--- config.mk ---
export PLATFORM = sky130hd
export DESIGN_NAME = tcw_mac_unit
export DESIGN_NICKNAME = d
export VERILOG_FILES = /design/src/rtl/tcw_mac_unit.sv
export SDC_FILE = /design/constraint.sdc
export NUM_CORES = 1
export LEC_CHECK = 0
export BUFFER_PORTS_ARGS = -buffer_cell sky130_fd_sc_hd__buf_2
export CAP_MARGIN = 10
export CELL_PAD_IN_SITES_DETAIL_PLACEMENT = 0
export CELL_PAD_IN_SITES_GLOBAL_PLACEMENT = 1
export CORE_MARGIN = 10
export CORE_UTILIZATION = 30
export DETAILED_ROUTE_END_ITERATION = 7
export GPL_ROUTABILITY_DRIVEN = 0
export PLACE_DENSITY_LB_ADDON = 0.1
export SLEW_MARGIN = 20
export SYNTH_ARGS = -nofsm -noshare
export SYNTH_HDL_FRONTEND = slang
export SYNTH_SLANG_ARGS = --single-unit
--- constraint.sdc ---
create_clock -name vclk -period 8.75
set_input_delay 1.75 -clock vclk [all_inputs]
set_output_delay 1.75 -clock vclk [all_outputs]
set_load 0.005 [all_outputs]
--- src/rtl/tcw_mac_unit.sv ---
// tcw_mac_unit: shared multiply-add unit, y = a * b + d, for the row-times-columns cell address math
// no dependencies; instantiated by text_console_writer_unit

module tcw_mac_unit #(
    parameter int A_W = 5,
    parameter int B_W = 8,
    parameter int Y_W = 12
) (
    input  logic [A_W-1:0] i_a,
    input  logic [B_W-1:0] i_b,
    input  logic [Y_W-1:0] i_d,
    output logic [Y_W-1:0] o_y
);

    localparam int S_W = A_W + B_W + Y_W + 1;

    logic [S_W-1:0] sum;

    // product plus offset, kept within the address width
    assign sum = S_W'(i_a) * S_W'(i_b) + S_W'(i_d);
    assign o_y = Y_W'(sum);

endmodule

==> impl_metrics.tcl <==
set metrics [dict create \
    place.detailed.hpwl_mm 3.04 \
    layout_common_cells "inv_1, buf_2, fa_1" \
    antenna_found_initial 0 \
    timing.critical_path.arrival_ns 5.00 \
    clockBufferCount 0 \
    syn_to_final_growth_pct 18.3 \
    synthCells 177 \
    wire_per_inst_um 11.8 \
    grt_pass1_vias 1298 \
    hold_viol_final 0 \
    synth_compound_area_share_pct 6.97 \
    nets 287 \
    seq_area_frac_synth_pct 0 \
    multi_input_area_sq_um 1290 \
    hp-class "in2out" \
    vias 1227 \
    min_path_cells 3 \
    final_core_util_pct 36.8 \
    io_buffer_count 37 \
    drive_gt1_share_pct 19.2 \
    start_util_pct 31.2 \
    power_uw 301 \
    synth_adder_area_share_pct 53.4 \
    critPathCaptureType "primary output" \
    crit_fanout 8 \
    coreArea_sq_um 4720 \
    rsz0062_at_grt "no" \
    slew_headroom_pct 81.4 \
    final.setup.worst_slack_ns 2.00 \
    seqCellArea_sq_um 0 \
    rows 25 \
    drv_slew 0 \
    yosysUniqueCellTypes 21 \
    fin_setup_tns_ns 0 \
    synthSimpleGateAreaFrac_pct 19.9 \
    grt_pass1_wl_mm 5.79 \
    synth_top_family_by_area "adder cells" \
    avgSynthCellArea_sq_um 8.31 \
    synth_area_sq_um 1470 \
    post_cts_buffers 0 \
    hold_end "o_y[0]" \
    wl_mm 3.33 \
    gr-usage-all-layers_pct 8.07 \
    holdBufCountCts 0 \
    route.antenna.remaining_nets 0 \
    grt_overflow 0 \
    syn_nets 248 \
    timing.fmax_mhz 148 \
    synth_mux_area_share_pct 0.680 \
    first_iter_violations 22 \
    status "finished clean" \
    ir_drop_mv 0.0983 \
    drv_cap 0 \
    grt_max_degree 9 \
    insertedDiodeCount 0 \
    finalSetupViolations 0 \
    synth_xor_area_share_pct 6.55 \
    pre_cts_ws_ns 1.99 \
    io_pins 37 \
    numSequentialCells 0 \
    fin_crit_ns 6.75 \
    timing.final.crit_share_pct 77.1 \
    die_area_sq_um 8110 \
    power-per-cell-area_nw_per_um2 173 \
    fillerInstances 528 \
    die_w_um 90.0 \
    layout_commonest_cell "inv_1" \
    worstSetupPathType "in2out" \
    fp.dieH_um 90.0 \
    yosys_warnings 0 \
    startpoint_type "input port" \
    cts_resized 0 \
    drtPass1Iterations 4 \
    drc_errors 0 \
    cp.required_ns 7.00 \
    worst_pin_slew_ns 0.276 \
    min_from "i_d[0]" \
    p_leak_nw 0.926 \
    viasPerCell 4.37 \
]
[cell families after synthesis]
family                     after synthesis
muxes                                    1
xor gates and xnor gates                11
and+or+nand+nor                         55
AOI/OAI and AO/OA                       15
buffers and inverters                   49
adders and majority gates               46
[worst max path at each step]
stage                     startpoint      to  slack, ns  cells past startpoint
after global routing          i_a[4]  o_y[9]       1.86                     14
final                         i_a[4]  o_y[9]       2.00                     14
after CTS                     i_a[4]  o_y[9]       1.97                     14
after detailed placement      i_a[4]  o_y[9]       1.99                     14
after floorplan               i_b[2]  o_y[9]       2.39                     12
after global placement        i_a[4]  o_y[9]       2.04                     14
[where the power goes]
group	switching, mW	total (mW)	internal (mW)
registers	0	0	0
logic	0.158	0.301	0.144
clock network	0	0	0
total	0.158	0.301	0.144
[through the flow]
step                hold WS (ns)  std cells  cell area [sq um]
floorplan                   3.62        177               1470
global placement            3.79        281               1740
detailed placement          3.81        281               1740
CTS                         3.81        281               1740
global route                3.82        281               1740
finish                      3.80        281               1740
[per-layer routing]
| metal | part of all wire (%) | GRT usage, % | vias up |
|---|---|---|---|
| met2 | 54 | 15.6 | 23 |
| met5 | 0 | 0 | - |
| met4 | 0 | 0 | 0 |
| met3 | 2.9 | 0.748 | 0 |
| met1 | 43 | 9.85 | 600 |
| li1 | - | - | 604 |
[cells in the mapped netlist, drive strengths merged]
| master | n | share of area, % |
|---|---|---|
| xnor2 | 10 | 6.0 |
| nor4 | 1 | 0.43 |
| and2 | 25 | 11 |
| and2b | 1 | 0.60 |
| ha | 18 | 15 |
| fa | 28 | 38 |
| nor3b | 2 | 1.0 |
| a21oi | 7 | 2.9 |
| a31oi | 1 | 0.43 |
| inv | 49 | 13 |
| xor2 | 1 | 0.60 |
| o2111a | 1 | 0.77 |
| o2111ai | 1 | 1.0 |
| o21ai | 4 | 1.4 |
| nand3 | 3 | 1.0 |
| a21o | 1 | 0.51 |
| nor2 | 4 | 1.0 |
| nand2 | 17 | 4.3 |
| mux2i | 1 | 0.68 |
| nor2b | 2 | 0.85 |
[worst max-delay path, cell delays in order]
cell and delay (ns):
buf_2 0.14, and2_1 0.17, fa_1 0.50, fa_1 0.55
inv_1 0.05, fa_1 0.53, inv_1 0.04, ha_1 0.35
nand3_1 0.12, o2111ai_2 0.17, a21o_1 0.22, a21oi_2 0.14
xnor2_1 0.12, buf_2 0.13
[area by class of cell]
cell class,instances,area share [%]
tap,67,4.82
inverter,49,10.6
multi-input combinational,128,74.0
timing repair buffer,37,10.6
Power figures use the tool's default switching activity.
